$ cat config.mk
export PLATFORM = sky130hd
export DESIGN_NAME = fifo_free_list_slot_allocator
export DESIGN_NICKNAME = d
export VERILOG_FILES = /design/src/sv/fsla_pkg.sv /design/src/sv/fsla_link_mem.sv /design/src/sv/fifo_free_list_slot_allocator.sv
export SDC_FILE = /design/constraint.sdc
export NUM_CORES = 1
export LEC_CHECK = 0
export BUFFER_PORTS_ARGS = -buffer_cell sky130_fd_sc_hd__buf_2
export CORE_ASPECT_RATIO = 1.75
export CORE_MARGIN = 1.5
export CORE_UTILIZATION = 45
export CTS_CLUSTER_SIZE = 20
export DETAILED_ROUTE_END_ITERATION = 12
export SYNTH_ARGS = -nofsm -noshare
export SYNTH_HDL_FRONTEND = slang
export SYNTH_HIERARCHICAL = 1
export SYNTH_SLANG_ARGS = --single-unit
export TNS_END_PERCENT = 10
$ cat constraint.sdc
create_clock -name clk -period 5 [get_ports clk]
set_input_delay 0.75 -clock clk [delete_from_list [all_inputs] [get_ports clk]]
set_output_delay 0.75 -clock clk [all_outputs]
set_load 0.01 [all_outputs]
$ cat src/sv/fsla_pkg.sv
package fsla_pkg;

    // Width of a slot number on the ports.
    localparam int SLOT_W = 6;

    typedef enum logic
    {
        REQ_ALLOC = 1'b0,
        REQ_FREE  = 1'b1
    } fsla_req_t;

    typedef enum logic
    {
        ST_INIT,
        ST_RUN
    } fsla_state_t;

endpackage

$ cat src/sv/fsla_link_mem.sv
module fsla_link_mem #(
    parameter int SLOT_COUNT = 64,
    parameter int PTR_W      = 6
) (
    input  logic             clk,
    input  logic             wr_en,
    input  logic [PTR_W-1:0] wr_addr,
    input  logic [PTR_W-1:0] wr_data,
    input  logic [PTR_W-1:0] rd_addr,
    output logic [PTR_W-1:0] rd_data
);
    import fsla_pkg::*;

    localparam int AW = $clog2(SLOT_COUNT);

    logic [PTR_W-1:0] link_mem [SLOT_COUNT];
    logic [PTR_W-1:0] rd_data_reg;
    logic             wr_in_range;
    logic             rd_in_range;

    assign wr_in_range = 32'(wr_addr) < SLOT_COUNT;
    assign rd_in_range = 32'(rd_addr) < SLOT_COUNT;

    always_ff @(posedge clk)
    begin
        if (wr_en && wr_in_range)
        begin
            link_mem[wr_addr[AW-1:0]] <= wr_data;
        end
    end

    // A write to the address being read in the same cycle is forwarded, so
    // the registered word reflects the memory after this cycle; 0 past the pool.
    always_ff @(posedge clk)
    begin
        if (!rd_in_range)
        begin
            rd_data_reg <= '0;
        end
        else if (wr_en && wr_addr == rd_addr)
        begin
            rd_data_reg <= wr_data;
        end
        else
        begin
            rd_data_reg <= link_mem[rd_addr[AW-1:0]];
        end
    end

    assign rd_data = rd_data_reg;

endmodule

$ cat src/sv/fifo_free_list_slot_allocator.sv
// Channel   Signals                          Direction  Transfer rule
// request   start, req_type, released_slot   in         taken when start && !busy
// grant     done, granted_slot               out        one cycle, cannot be held off
//
// One request is taken every cycle when not busy. An allocate gives its grant
// word on the cycle after it is taken; a free gives no word. The rate is set
// by the link memory: the link of the current head is kept ready in the
// memory's read register, so a head update never waits on a read. After reset
// the link memory is initialized by a pass over all entries, one entry per
// cycle, with busy high. The grant side has no stall, so nothing backs up.
module fifo_free_list_slot_allocator #(
    parameter int SLOT_COUNT     = 64,
    parameter int RESERVED_SLOTS = 2
) (
    input  logic                        clk,
    input  logic                        rst_n,
    input  logic                        start,
    input  logic                        req_type,
    input  logic [fsla_pkg::SLOT_W-1:0] released_slot,
    output logic                        busy,
    output logic                        done,
    output logic [fsla_pkg::SLOT_W-1:0] granted_slot
);
    import fsla_pkg::*;

    // Slot numbers are kept wide enough both for the pool and for any value
    // the request port can carry, since frees are not range checked.
    localparam int AW = $clog2(SLOT_COUNT);
    localparam int PW = (AW > SLOT_W) ? AW : SLOT_W;

    localparam logic [PW-1:0] HEAD_RST = PW'(RESERVED_SLOTS);
    localparam logic [PW-1:0] TAIL_RST = PW'(SLOT_COUNT - 1);
    localparam logic [AW-1:0] LAST_IDX = AW'(SLOT_COUNT - 1);

    // Link value of an entry right after reset: a chain through the
    // non-reserved slots, ending in 0 at the last slot.
    function automatic logic [PW-1:0] init_link(input logic [AW-1:0] idx);
        logic [PW-1:0] val;
        val = '0;
        if (32'(idx) >= RESERVED_SLOTS && 32'(idx) < SLOT_COUNT - 1)
        begin
            val = PW'(32'(idx) + 1);
        end
        return val;
    endfunction

    fsla_state_t      state_reg, state_next;
    logic [AW-1:0]    init_idx_reg, init_idx_next;
    logic [PW-1:0]    head_reg, head_next;
    logic [PW-1:0]    tail_reg, tail_next;
    logic             done_reg, done_next;
    logic [SLOT_W-1:0] grant_reg, grant_next;

    logic             busy_int;
    logic             accept;
    logic [PW-1:0]    slot_ext;
    logic             wr_en;
    logic [PW-1:0]    wr_addr;
    logic [PW-1:0]    wr_data;
    logic [PW-1:0]    head_link;

    assign slot_ext = PW'(released_slot);
    assign accept   = start && !busy_int;

    // The memory reads the link of the next head, so head_link always holds
    // the link of head_reg.
    fsla_link_mem #(
        .SLOT_COUNT(SLOT_COUNT),
        .PTR_W     (PW)
    ) u_link_mem (
        .clk    (clk),
        .wr_en  (wr_en),
        .wr_addr(wr_addr),
        .wr_data(wr_data),
        .rd_addr(head_next),
        .rd_data(head_link)
    );

    // Next state: stay in the initialization pass until the last entry.
    always_comb
    begin
        state_next    = state_reg;
        init_idx_next = init_idx_reg;
        case (state_reg)
            ST_INIT:
            begin
                init_idx_next = init_idx_reg + AW'(1);
                if (init_idx_reg == LAST_IDX)
                begin
                    state_next = ST_RUN;
                end
            end
            ST_RUN:
            begin
                init_idx_next = init_idx_reg;
            end
            default:
            begin
                state_next = ST_INIT;
            end
        endcase
    end

    // State outputs.
    always_comb
    begin
        case (state_reg)
            ST_INIT: busy_int = 1'b1;
            ST_RUN:  busy_int = 1'b0;
            default: busy_int = 1'b1;
        endcase
    end

    // Request handling. An allocate pops the head; a free appends at the tail
    // by writing the old tail's link, or starts an empty list. The new tail's
    // link is not cleared: a link is only followed from a head that is not the
    // tail, and the tail's link is always rewritten before the tail moves on.
    always_comb
    begin
        head_next  = head_reg;
        tail_next  = tail_reg;
        done_next  = 1'b0;
        grant_next = grant_reg;
        wr_en      = 1'b0;
        wr_addr    = tail_reg;
        wr_data    = slot_ext;
        if (busy_int)
        begin
            wr_en   = 1'b1;
            wr_addr = PW'(init_idx_reg);
            wr_data = init_link(init_idx_reg);
        end
        else if (accept)
        begin
            if (req_type == REQ_ALLOC)
            begin
                done_next  = 1'b1;
                grant_next = head_reg[SLOT_W-1:0];
                if (head_reg == '0)
                begin
                    grant_next = '0;
                end
                else if (head_reg == tail_reg)
                begin
                    head_next = '0;
                    tail_next = '0;
                end
                else
                begin
                    head_next = head_link;
                end
            end
            else
            begin
                if (head_reg == '0)
                begin
                    head_next = slot_ext;
                    tail_next = slot_ext;
                end
                else
                begin
                    wr_en     = 1'b1;
                    wr_addr   = tail_reg;
                    wr_data   = slot_ext;
                    tail_next = slot_ext;
                end
            end
        end
    end

    always_ff @(posedge clk or negedge rst_n)
    begin
        if (!rst_n)
        begin
            state_reg    <= ST_INIT;
            init_idx_reg <= '0;
            head_reg     <= HEAD_RST;
            tail_reg     <= TAIL_RST;
            done_reg     <= 1'b0;
        end
        else
        begin
            state_reg    <= state_next;
            init_idx_reg <= init_idx_next;
            head_reg     <= head_next;
            tail_reg     <= tail_next;
            done_reg     <= done_next;
        end
    end

    always_ff @(posedge clk)
    begin
        grant_reg <= grant_next;
    end

    assign busy         = busy_int;
    assign done         = done_reg;
    assign granted_slot = grant_reg;

    // A grant word appears only for an allocate taken the cycle before.
    a_done_from_alloc: assert property (@(posedge clk) disable iff (!rst_n)
        done |-> $past(start && !busy && req_type == REQ_ALLOC))
        else $error("grant word without an allocate request");

    // An allocate from an empty pool grants slot 0 and leaves the pool empty.
    a_empty_grant: assert property (@(posedge clk) disable iff (!rst_n)
        (accept && req_type == REQ_ALLOC && head_reg == '0)
        |=> (done && granted_slot == '0 && head_reg == '0))
        else $error("allocate from an empty pool misbehaved");

    // Popping a head that is not the last free slot follows its link.
    a_head_follows_link: assert property (@(posedge clk) disable iff (!rst_n)
        (accept && req_type == REQ_ALLOC && head_reg != '0 && head_reg != tail_reg)
        |=> (head_reg == $past(head_link)))
        else $error("head did not advance along its link");

    // Initialization ends only after the last memory entry is written.
    a_init_end: assert property (@(posedge clk) disable iff (!rst_n)
        $fell(busy) |-> ($past(init_idx_reg) == LAST_IDX))
        else $error("link memory initialization ended early");

endmodule

After elaboration in Yosys (flattened, before gate mapping). Memory sizes are Yosys's and may differ from the RTL's. A register that Yosys moved wholly into a read port is not among the register bits. Index checks and enable logic that the tools add are counted.

Add/sub/neg operators: 2. Multiply operators: 0. Divide/modulo/power cells: 0. Magnitude comparators: 2. Equality and inequality tests: 3. Shift-type cells: 0. Muxes and demuxes: 25. Bitwise gates (word level): 3. Reductions and logical operators: 7.

Operator list (number): two-way mux 6 bit (13); adder 6 x 1 -> 6 bit (second input constant) (2); two-way mux 1 bit (11); == test 6 bit (1); == test 6 bit (second input constant) (1); greater-or-equal comparator 6 x 2 -> 1 bit (second input constant) (1); logical NOT 6 bit (1); less-than comparator 6 bit (second input constant) (1); AND reduction 4 bit (1); inverter 1 bit (3); AND reduction 3 bit (1); logical AND 1 bit (2); != test 2 bit (second input constant) (1); case mux 1 bit (2 select lines) (1); nonzero test 2 bit (1); logical NOT 1 bit (1).

Flip-flop bits (word level): 26. Latch bits: 0. Bits in writable memories: 384. Bits in read-only memories: 0. Input bits: 10. Output and inout bits: 8. Logic and storage cells: 49. Memories kept: 1.

Memories: u_link_mem.link_mem (words 64, width 6, read ports 1, clocked after Yosys merged registers in 1, wr ports 1, RTL line fsla_link_mem.sv:16) `logic [PTR_W-1:0] link_mem [SLOT_COUNT];`.

Longest topological paths before layout. Gate-level depths: netlist of the first run.

Depth in word-level cells: 8. Gate-level depth with buffers: 8. Gate-level depth less buffers: 6.

Hierarchy. Netlist of the first run, hierarchy kept.

By module, submodules not included: fsla_link_mem (times used 1, cells each 720, area an instance 15225.9 µm², sequential area each 11651.2 µm²); fifo_free_list_slot_allocator (times used 1, cells each 137, area an instance 1442.6 µm², sequential area each 689.4 µm²).

Worst setup path after synthesis of the first run. Ideal clock, no wire load.

Path type: reg2reg. From: register init_idx_reg[0]. To: memory u_link_mem.link_mem[0][3], data pin. Library setup time: 0.719 ns. Data arrival time: 3.766 ns. Required time: 4.281 ns. Path slack: 0.515 ns. Stages on the path, launching flop included: 6. Path buffers: 0. Period minus slack after synthesis: 4.485 ns. Path through: dfrtp_1 -> ha_1 -> and3_1 -> nand3_1 -> nand2_1 -> o31ai_1.

Cells in the longest elaborated chain, start to end: 4. Elaborated cells on any way between the ends: 6. Those cells by class: 1 x add/sub; 2 x order compare; 2 x mux; 1 x reduce/logical.

Ends and longest elaborated chain: start: declaration (RTL line fifo_free_list_slot_allocator.sv:48) `logic [AW-1:0] init_idx_reg, init_idx_next;`; start signal: assignment (RTL line fifo_free_list_slot_allocator.sv:184) `init_idx_reg <= init_idx_next;`; greater-or-equal comparator 6 x 2 -> 1 bit or less-than comparator 6 bit (tied branches) (RTL line fifo_free_list_slot_allocator.sv:40) `if (32'(idx) >= RESERVED_SLOTS && 32'(idx) < SLOT_COUNT - 1)`; logical AND 1 bit (RTL line fifo_free_list_slot_allocator.sv:40); two-way mux 6 bit (*) (RTL line fifo_free_list_slot_allocator.sv:40); two-way mux 6 bit (*) (RTL line fifo_free_list_slot_allocator.sv:127) `if (busy_int)`; via wr_data[3] (RTL line fifo_free_list_slot_allocator.sv:59) `logic [PW-1:0] wr_data;`; end: declaration (RTL line fsla_link_mem.sv:16).

Mark *: on every way through the listed nets, which the timed path passes. The rest lies on a longest branch.

Worst setup path in the final report of the first run.
From: register state_reg. To: memory u_link_mem.link_mem[62][2], enable pin.

Elaborated cells on any way between the ends: 9. Those cells by class: 6 x mux; 1 x bitwise; 2 x reduce/logical.

RTL lines: start: declaration (RTL line fifo_free_list_slot_allocator.sv:47) `fsla_state_t state_reg, state_next;`; start signal: assignment (RTL line fifo_free_list_slot_allocator.sv:183) `state_reg <= state_next;`; inverter 1 bit (no line); case mux 1 bit (2 select lines) (*) (RTL line fifo_free_list_slot_allocator.sv:107) `case (state_reg)`; two-way mux 6 bit (*) (RTL line fifo_free_list_slot_allocator.sv:127); via wr_addr[0] (RTL line fifo_free_list_slot_allocator.sv:58) `logic [PW-1:0] wr_addr;`.

Marks and branches as above.

==> results.sh, run 1 <==
export IMPL_yosysTopAreaCell="edfxtp_1"
export IMPL_layout_setup_ws_ns=1.63
export IMPL_synthArstFlopShare_pct=4.81
export IMPL_p_total_mw=6.82
export IMPL_clk_pin_slew_ns=0.07
export IMPL_period_needed_ns=3.37
export IMPL_p_per_area_nw_per_um2=368
export IMPL_path_cells="o21ai_0 > nor2b_1 > nand3_1 > nor2_1"
export IMPL_grt_usage_pct=20.4
export IMPL_rsz0062_at_grt="false"
export IMPL_cpPeakStageDelay_ns=1.04
export IMPL_dominantRegCellSynth="edfxtp_1"
export IMPL_n_fill_cell=2948
export IMPL_crit_slowest_cell="dfrtp_1"
export IMPL_hp_class="input pin to async pin"
export IMPL_num_rows=93
export IMPL_clock_latency_ns=0.54
export IMPL_crit_start="state_reg$_DFF_PN0_"
export IMPL_max_freq_ghz=0.296
export IMPL_syn_instance_count=857
export IMPL_cts_sinks=416
export IMPL_synth_top_area_share_pct=70.3
export IMPL_fin_crit_sh_pct=67.5
export IMPL_ios=18
export IMPL_cp_buffers_inverters=0
export IMPL_place_gp_congestion=0.862
export IMPL_routed_wl_um=38000
export IMPL_grt_max_degree=67
export IMPL_cts_hold_buf=0
export IMPL_cp_data_required_time_ns=5.17
export IMPL_cts_resized=0
export IMPL_die_y_um=258
export IMPL_timing_worst_setup_path_type="flop to flop"
export IMPL_ant_nets=0
export IMPL_ys_seq_area_share_pct=74.0
export IMPL_hpwl_um=25000
export IMPL_cp_start_kind="flop"
export IMPL_placed_cells=1309
export IMPL_diodes=0
export IMPL_synth_ff_latch_count=416
export IMPL_synthDistinctLibCells=60
export IMPL_dieArea_um2=38200
export IMPL_pre_cts_ws_ns=1.68
export IMPL_viasPerCell=5.89
export IMPL_synth_most_common_cell="edfxtp_1"
export IMPL_drtIter0Drc=595
export IMPL_areaGrowthSynthToFinish_pct=11.1
export IMPL_status="completed"
export IMPL_grt_overflow=0
export IMPL_largest_reg_flops=384
export IMPL_cts_tree="built"
export IMPL_stdcell_count=1376
export IMPL_core_area_um2=36700
export IMPL_antenna_found_initial=0
export IMPL_layout_drive_gt1_share_pct=24.0
export IMPL_clockBufferDepth=3
export IMPL_postCtsSetupRepairBufs=0
export IMPL_root_buffer="clkbuf_16"
export IMPL_drv_cap=0
export IMPL_end_kind="flop"
export IMPL_cts_buffers=37
export IMPL_power_leakage_nw=5.53
export IMPL_r2r_start="state_reg$_DFF_PN0_"
export IMPL_arrival_ns=3.54
export IMPL_crit_fanout=26
export IMPL_route_detailed_drc=0
export IMPL_synth_commonest_cells="edfxtp_1, mux4_2, nor2_1, clkbuf_1, nand2_1"
export IMPL_tightestPinTransition_ns=1.21
export IMPL_cp_top_family="simple AND/OR/NAND/NOR gates"
export IMPL_ff2ff_path_depth=4
export IMPL_synth_edff_count=390
export IMPL_grt_pass1_vias=8481
export IMPL_syn_avg_cell_area_um2=19.4
export IMPL_initial_utilization_pct=45.5
export IMPL_utilization_pct=50.5
export IMPL_htreeDepth=2
export IMPL_peakVddDrop_v=0.000184
export IMPL_die_x_um=148
export IMPL_tns_ns=0
export IMPL_syn_nets=869
export IMPL_relSlewSlack_pct=19.0
export IMPL_wl_per_cell_um=27.6
export IMPL_vias=8098
export IMPL_report_final_hold_viol_count=0
export IMPL_firstDrtPassIters=5
export IMPL_port_buffers=17
export IMPL_synthTopCellsByArea="edfxtp_1, mux4_2, dfrtp_1, nor2_1, dfstp_2"
export IMPL_finalSetupViolations=0
export IMPL_final_max_slew_viol_count=0
export IMPL_ys_warn_count=6
export IMPL_syn_area_um2=16700
export IMPL_skew_ns=0.0239
export IMPL_cp_depth=4
export IMPL_final_nets=885
export IMPL_grt_pass1_wl_um=55900
cells by family (layout without fill, tap and decap cells):
group	count (synthesis)	in the layout	synth area share, %
xor gates and xnor gates	15	15	0.788
DFF	416	416	74.0
muxes	121	121	14.5
and+or+nand+nor	159	159	4.74
buffers and inverters	55	99	1.94
AOI/OAI and AO/OA	89	89	3.87
adders and majority gates	2	2	0.150
metrics by stage:
step | hold slack [ns] | area (um2)
after floorplan | 0.454 | 16700
after global placement | 0.524 | 17200
after detailed placement | 0.522 | 17200
after CTS | 0.170 | 18500
after global routing | 0.194 | 18500
final | 0.167 | 18500
layout make-up:
class	count	area, um2	share of cell area, %
clock buffers	48	1030	5.56
clock inverters	19	274	1.48
inverters	2	7.51	0.0405
multi-input cells	386	4070	22.0
flip-flops and latches	416	12300	66.7
well taps	475	594	3.21
repair buffers	30	195	1.05
worst paths after layout:
path                                                         to  slack, ns
max reg2reg                u_link_mem/link_mem[62][2]$_DFFE_PP_       1.63
max in group asynchronous                 head_reg[1]$_DFF_PN1_       4.46
max                        u_link_mem/link_mem[62][2]$_DFFE_PP_       1.63
min in group clk                                 done$_DFF_PN0_       0.51
min                                 init_idx_reg[0]$_DFFE_PN0N_       0.17
min reg2reg                       granted_slot[5]$_SDFFCE_PP0P_       0.54
layout by cell type, fill, tap and decap left out, types with 8 or more instances in the layout:
master / n
nand3_1: 15
nor2b_1: 9
mux4_2: 87
o221ai_1: 9
nand2_1: 19
edfxtp_1: 390
a22oi_1: 8
mux2_2: 13
o21ai_1: 11
xor2_1: 8
buf_2: 17
dfrtp_1: 13
clkbuf_16: 39
nor2_1: 73
o22ai_1: 12
mux2i_1: 15
buf_4: 12
worst register-to-register path: cells and delay by family (launching register included):
kind / cells / cell delay, ns
AO/OA/AOI/OAI: 1 / 0.51
flip-flops: 1 / 1.04
AND/OR/NAND/NOR: 3 / 1.46
per-layer routing:
metal	vias to the layer above	GRT usage (%)	wire length, um	part of all wire (%)
met5	-	0	0	0
li1	3538	-	-	-
met1	4239	22.8	13500	35
met3	89	2.70	1450	3.8
met4	0	12.5	2430	6.4
met2	232	36.7	20700	54
report_power, final:
part | switching, mW | total (mW) | internal (mW)
Combinational | 0.00882 | 0.0117 | 0.00285
Sequential | 0 | 3.75 | 3.75
Clock | 1.24 | 3.06 | 1.82
Total | 1.24 | 6.82 | 5.57
Power figures use the tool's default switching activity.
==> inputs of run 2 (changes only) <==
==> constraint.sdc (replaced) <==
create_clock -name clk -period 2.8 [get_ports clk]
set_input_delay 0.42 -clock clk [delete_from_list [all_inputs] [get_ports clk]]
set_output_delay 0.42 -clock clk [all_outputs]
set_load 0.01 [all_outputs]
==> run 2 against run 1 <==
Critical path type unchanged. Clock skew shrank 0.0045 ns. Hold slack improved by 0.024 ns. Fmax is 29% higher. Final area up 2.1%. Sequential power grew 78%. Sequential cell count is the same. First-iteration DRC count is 6.7% lower. Highest routed layer unchanged. Routed wire length fell by 3.7%. Clock-buffer cell count is 1 lower. Die area unchanged.
==> results.sh, run 2 (synthesis results as in run 1) <==
export IMPL_postCtsSetupRepairBufs=0
export IMPL_crit_slowest_cell="dfstp_2"
export IMPL_clock_latency_ns=0.54
export IMPL_die_y_um=258
export IMPL_routed_wl_um=36600
export IMPL_p_sw_mw=2.18
export IMPL_drv_cap=0
export IMPL_holdWs_ns=0.192
export IMPL_rsz0062_at_grt="false"
export IMPL_clockBufferDepth=3
export IMPL_layout_setup_ws_ns=0.179
export IMPL_wl_per_cell_um=25.7
export IMPL_htreeDepth=2
export IMPL_port_buffers=17
export IMPL_core_area_um2=36700
export IMPL_cp_data_required_time_ns=2.98
export IMPL_grt_pass1_vias=8723
export IMPL_hp_class="input pin to flop"
export IMPL_pre_cts_ws_ns=0.117
export IMPL_cp_top_family="simple AND/OR/NAND/NOR gates"
export IMPL_regArea_um2=12300
export IMPL_peakVddDrop_v=0.000411
export IMPL_root_buffer="clkbuf_16"
export IMPL_rrSetupSlack_ns=0.18
export IMPL_vias=8162
export IMPL_fin_crit_sh_pct=93.6
export IMPL_internal_power_mw=9.52
export IMPL_p_seq_share_pct=57.2
export IMPL_utilization_pct=51.6
export IMPL_route_detailed_drc=0
export IMPL_arrival_ns=2.80
export IMPL_areaGrowthSynthToFinish_pct=13.4
export IMPL_grt_overflow=0
export IMPL_p_total_mw=11.7
export IMPL_place_gp_congestion=0.838
export IMPL_clk_pin_slew_ns=0.07
export IMPL_hpwl_um=24400
export IMPL_crit_fanout=6
export IMPL_firstDrtPassIters=5
export IMPL_status="completed"
export IMPL_num_rows=93
export IMPL_cts_sinks=416
export IMPL_mostFrequentLayoutCell="edfxtp_1"
export IMPL_p_comb_share_pct=0.2
export IMPL_skew_ns=0.0193
export IMPL_ios=18
export IMPL_final_nets=934
export IMPL_report_final_hold_viol_count=0
export IMPL_power_switching_share_pct=18.6
export IMPL_grt_max_degree=65
export IMPL_initial_utilization_pct=45.5
export IMPL_path_cells="or4_4 > nor3_4 > o21ai_0 > nor2b_1 > nand2_1 > buf_4 > nor2_1"
export IMPL_period_needed_ns=2.62
export IMPL_viasPerCell=5.73
export IMPL_layout_common_cells="edfxtp_1, mux4_2, nor2_1, buf_4, clkbuf_16"
export IMPL_max_freq_ghz=0.382
export IMPL_antenna_found_initial=0
export IMPL_tns_ns=0
export IMPL_layout_drive_gt1_share_pct=27.8
export IMPL_clkPwrFrac_pct=42.6
export IMPL_final_max_slew_viol_count=0
export IMPL_timing_worst_setup_path_type="flop to flop"
export IMPL_cts_tree="built"
export IMPL_cpPeakStageDelay_ns=0.56
export IMPL_tightestPinTransition_ns=0.752
export IMPL_largest_reg_flops=384
export IMPL_diodes=0
export IMPL_drtIter0Drc=555
export IMPL_relSlewSlack_pct=49.7
export IMPL_grt_pass1_wl_um=55500
export IMPL_cts_buffers=36
export IMPL_dieArea_um2=38200
export IMPL_multiInputGateArea_um2=4080
export IMPL_p_per_area_nw_per_um2=619
export IMPL_finalSetupViolations=0
export IMPL_ant_nets=0
export IMPL_n_fill_cell=2925
export IMPL_grt_usage_pct=19.9
export IMPL_end_kind="flop"
export IMPL_die_x_um=148
export IMPL_cp_buffers_inverters=1
export IMPL_cp_start_kind="flop"
export IMPL_power_leakage_nw=5.75
## run 2: cell types whose count changed in the layout (fill, tap and decap cells not counted), sizes merged
cell / previous run / this run
clkbuf: 48 / 47
buf: 30 / 79
inv: 3 / 5
clkinvlp: 0 / 1
dlygate4sd3: 0 / 1
bufinv: 7 / 4
## run 2: path summary, 6_finish.rpt
check | start | cells past startpoint | endpoint
setup / recovery | head_reg[1]$_DFF_PN1_ | 7 | u_link_mem/link_mem[18][3]$_DFFE_PP_
hold / removal | req_type | 2 | done$_DFF_PN0_
setup reg to reg | head_reg[1]$_DFF_PN1_ | 7 | u_link_mem/link_mem[18][3]$_DFFE_PP_
hold reg to reg | tail_reg[5]$_DFFE_PN1P_ | 2 | tail_reg[5]$_DFFE_PN1P_
max in group asynchronous | rst_n | 2 | tail_reg[4]$_DFFE_PN1P_
min in group asynchronous | rst_n | 2 | head_reg[5]$_DFF_PN0_
## run 2: per-stage QoR
| stage | std cells | cell area (um2) |
|---|---|---|
| 2_1_floorplan | 857 | 16700 |
| 3_3_place_gp | 1358 | 17700 |
| 3_5_place_dp | 1358 | 17700 |
| 4_1_cts | 1425 | 18900 |
| 5_1_grt | 1425 | 18900 |
| 6_report | 1425 | 18900 |
## run 2: layout make-up
class,count,share of cell area [%]
repair buffers,80,3.76
clock buffers,47,5.09
multi-input cells,386,21.6
well taps,475,3.14
flip-flops and latches,416,65.3
clock inverters,19,1.09
inverters,2,0.0397
## run 2: power groups by stage
stage / combinational (mW) / sequential (mW) / clock [mW]
2_1_floorplan: 0.00265 / 6.83 / 0
3_3_place_gp: 0.0210 / 6.83 / 0
3_5_place_dp: 0.0210 / 6.83 / 0
4_1_cts: 0.0222 / 6.69 / 5.08
5_1_grt: 0.0238 / 6.69 / 5.29
6_report: 0.0219 / 6.69 / 4.99
## run 2: metal layers
layer / GRT usage (%) / wire (um)
met2: 38.1 / 21100
met4: 7.76 / 1210
met3: 2.14 / 1190
met5: 0 / 0
met1: 22.3 / 13100
## run 2: timing repair
action                                  4_1_cts  5_1_grt
hold buffers                                  1        0
resized for setup                             0        2
endpoints found under the setup margin        0        7
hold endpoints to repair                     13        0
==> inputs of run 3 (changes only) <==
--- a/config.mk
+++ b/config.mk
@@ -6,7 +6,7 @@
 export NUM_CORES = 1
 export LEC_CHECK = 0
 export BUFFER_PORTS_ARGS = -buffer_cell sky130_fd_sc_hd__buf_2
-export CORE_ASPECT_RATIO = 1.75
+export CORE_ASPECT_RATIO = 1.1
 export CORE_MARGIN = 1.5
 export CORE_UTILIZATION = 45
 export CTS_CLUSTER_SIZE = 20
==> run 3 against run 2 <==
Total power grew 2.5%. Sequential cell count is the same. Fmax shrank 3.3%. Largest cell class unchanged. Clock skew shrank 0.0065 ns.
==> results.sh, run 3 (synthesis results as in run 1) <==
export IMPL_status="completed"
export IMPL_min_path_cells=3
export IMPL_cp_start_kind="flop"
export IMPL_layout_drive_gt1_share_pct=29.1
export IMPL_skew_ns=0.0129
export IMPL_final_max_slew_viol_count=0
export IMPL_fin_crit_sh_pct=96.8
export IMPL_hold_path_end="tail_reg[5]$_DFFE_PN1P_"
export IMPL_grt_overflow=0
export IMPL_cpPeakStageDelay_ns=0.65
export IMPL_p_total_mw=12.0
export IMPL_rsz0062_at_grt="true"
export IMPL_holdWs_ns=0.180
export IMPL_ios=18
export IMPL_antenna_found_initial=0
export IMPL_period_needed_ns=2.71
export IMPL_initial_utilization_pct=45.9
export IMPL_relSlewSlack_pct=49.6
export IMPL_viasPerCell=5.71
export IMPL_grt_pass1_wl_um=54600
export IMPL_r2r_start="state_reg$_DFF_PN0_"
export IMPL_die_y_um=205
export IMPL_cts_tree="built"
export IMPL_postCtsSetupRepairBufs=0
export IMPL_cts_buffers=43
export IMPL_max_freq_ghz=0.369
export IMPL_report_final_hold_viol_count=0
export IMPL_grt_max_degree=65
export IMPL_port_buffers=17
export IMPL_htreeDepth=2
export IMPL_clock_latency_ns=0.54
export IMPL_fin_area_um2=19100
export IMPL_clockBufferDepth=3
export IMPL_ff2ff_path_depth=4
export IMPL_cp_top_family="simple AND/OR/NAND/NOR gates"
export IMPL_drtIter0Drc=716
export IMPL_arrival_ns=2.88
export IMPL_diodes=0
export IMPL_tightestPinTransition_ns=0.754
export IMPL_drv_cap=0
export IMPL_cts_sinks=416
export IMPL_timing_worst_setup_path_type="flop to flop"
export IMPL_num_rows=73
export IMPL_finalSetupViolations=0
export IMPL_cp_buffers_inverters=0
export IMPL_cp_data_required_time_ns=2.97
export IMPL_dieArea_um2=38200
export IMPL_rrSetupSlack_ns=0.09
export IMPL_dr_max_layer_used="met4"
export IMPL_largest_reg_flops=384
export IMPL_power_leakage_nw=5.87
export IMPL_crit_slowest_cell="nor2_1"
export IMPL_post_dp_cell_area_um2=17800
export IMPL_firstDrtPassIters=5
export IMPL_place_gp_congestion=0.815
export IMPL_stdcell_count=1458
export IMPL_mostFrequentLayoutCell="edfxtp_1"
export IMPL_grt_pass1_vias=8468
export IMPL_r2r_end="u_link_mem/link_mem[59][4]$_DFFE_PP_"
export IMPL_hpwl_um=22600
export IMPL_root_buffer="clkbuf_16"
export IMPL_wl_per_cell_um=24.6
export IMPL_final_nets=953
export IMPL_end_kind="flop"
export IMPL_p_per_area_nw_per_um2=628
export IMPL_core_area_um2=36400
export IMPL_die_x_um=187
export IMPL_ant_nets=0
export IMPL_route_detailed_drc=0
export IMPL_wl_met2_um=17300
export IMPL_areaGrowthSynthToFinish_pct=14.5
export IMPL_path_cells="mux2_2 > nor2b_1 > nand3_1 > nor2_1"
export IMPL_clk_pin_slew_ns=0.06
export IMPL_peakVddDrop_v=0.000359
export IMPL_layout_common_cells="edfxtp_1, mux4_2, nor2_1, buf_4, clkbuf_16"
export IMPL_crit_fanout=14
export IMPL_routed_wl_um=35800
export IMPL_min_from="released_slot[5]"
export IMPL_vias=8330
export IMPL_met1_length_um=15400
export IMPL_hp_class="input pin to flop"
export IMPL_wl_met3_um=2000
export IMPL_grt_usage_pct=19.3
export IMPL_placed_cells=1382
export IMPL_tns_ns=0
run 3: cell types whose count changed in the layout (fill, tap and decap cells not counted):
cell	before	now
buf_12	12	9
buf_4	50	65
bufinv_16	4	2
clkbuf_1	10	14
clkbuf_16	37	43
clkinv_1	5	3
clkinv_2	5	10
clkinv_4	1	0
inv_6	3	2
run 3: per-stage QoR:
stage          setup slack [ns]  util (%)
6_report                 0.0887      52.5
5_1_grt                 -0.0123      52.5
4_1_cts                   0.177      52.5
3_5_place_dp              0.195      48.9
3_3_place_gp              0.230      48.9
2_1_floorplan            -0.478         -
run 3: worst min-delay path: stages:
cell and delay [ns]:
buf_2 0.12, a22oi_1 0.08, o21ai_2 0.06
run 3: area by class of cell:
cell class / instances / area [um2]
Fill cell: 2892 / 17300
Sequential cell: 416 / 12300
Tap cell: 487 / 609
Inverter: 2 / 7.51
Multi-Input combinational cell: 386 / 4080
Clock buffer: 57 / 1130
Timing Repair Buffer: 92 / 763
Clock inverter: 18 / 146
run 3: worst max-delay path by stage:
stage                                      from                                   end  slack (ns)  cells past startpoint
floorplan           init_idx_reg[0]$_DFFE_PN0N_   u_link_mem/link_mem[0][3]$_DFFE_PP_       -0.48                      5
global placement            state_reg$_DFF_PN0_  u_link_mem/link_mem[11][3]$_DFFE_PP_        0.23                      4
detailed placement          state_reg$_DFF_PN0_  u_link_mem/link_mem[59][4]$_DFFE_PP_        0.20                      4
CTS                       head_reg[1]$_DFF_PN1_  u_link_mem/link_mem[10][1]$_DFFE_PP_        0.18                      7
global route                state_reg$_DFF_PN0_  u_link_mem/link_mem[59][1]$_DFFE_PP_       -0.01                      4
finish                      state_reg$_DFF_PN0_  u_link_mem/link_mem[59][4]$_DFFE_PP_        0.09                      4
run 3: power breakdown:
part | internal (mW) | switching (mW) | total (mW)
combinational | 0.00690 | 0.0160 | 0.0229
clock | 3.02 | 2.25 | 5.27
sequential | 6.70 | 0 | 6.70
run 3: what timing repair did:
action | CTS | global route
hold buffers | 1 | 0
hold endpoints to repair | 13 | 0
resized for setup | 0 | 2
setup endpoints to repair | 0 | 18
run 3: layer usage:
| metal | global-route usage, % | up-vias |
|---|---|---|
| met3 | 3.44 | 67 |
| met5 | 0 | - |
| met4 | 6.91 | 0 |
| met1 | 26.6 | 4339 |
| met2 | 31.1 | 249 |
| li1 | - | 3675 |
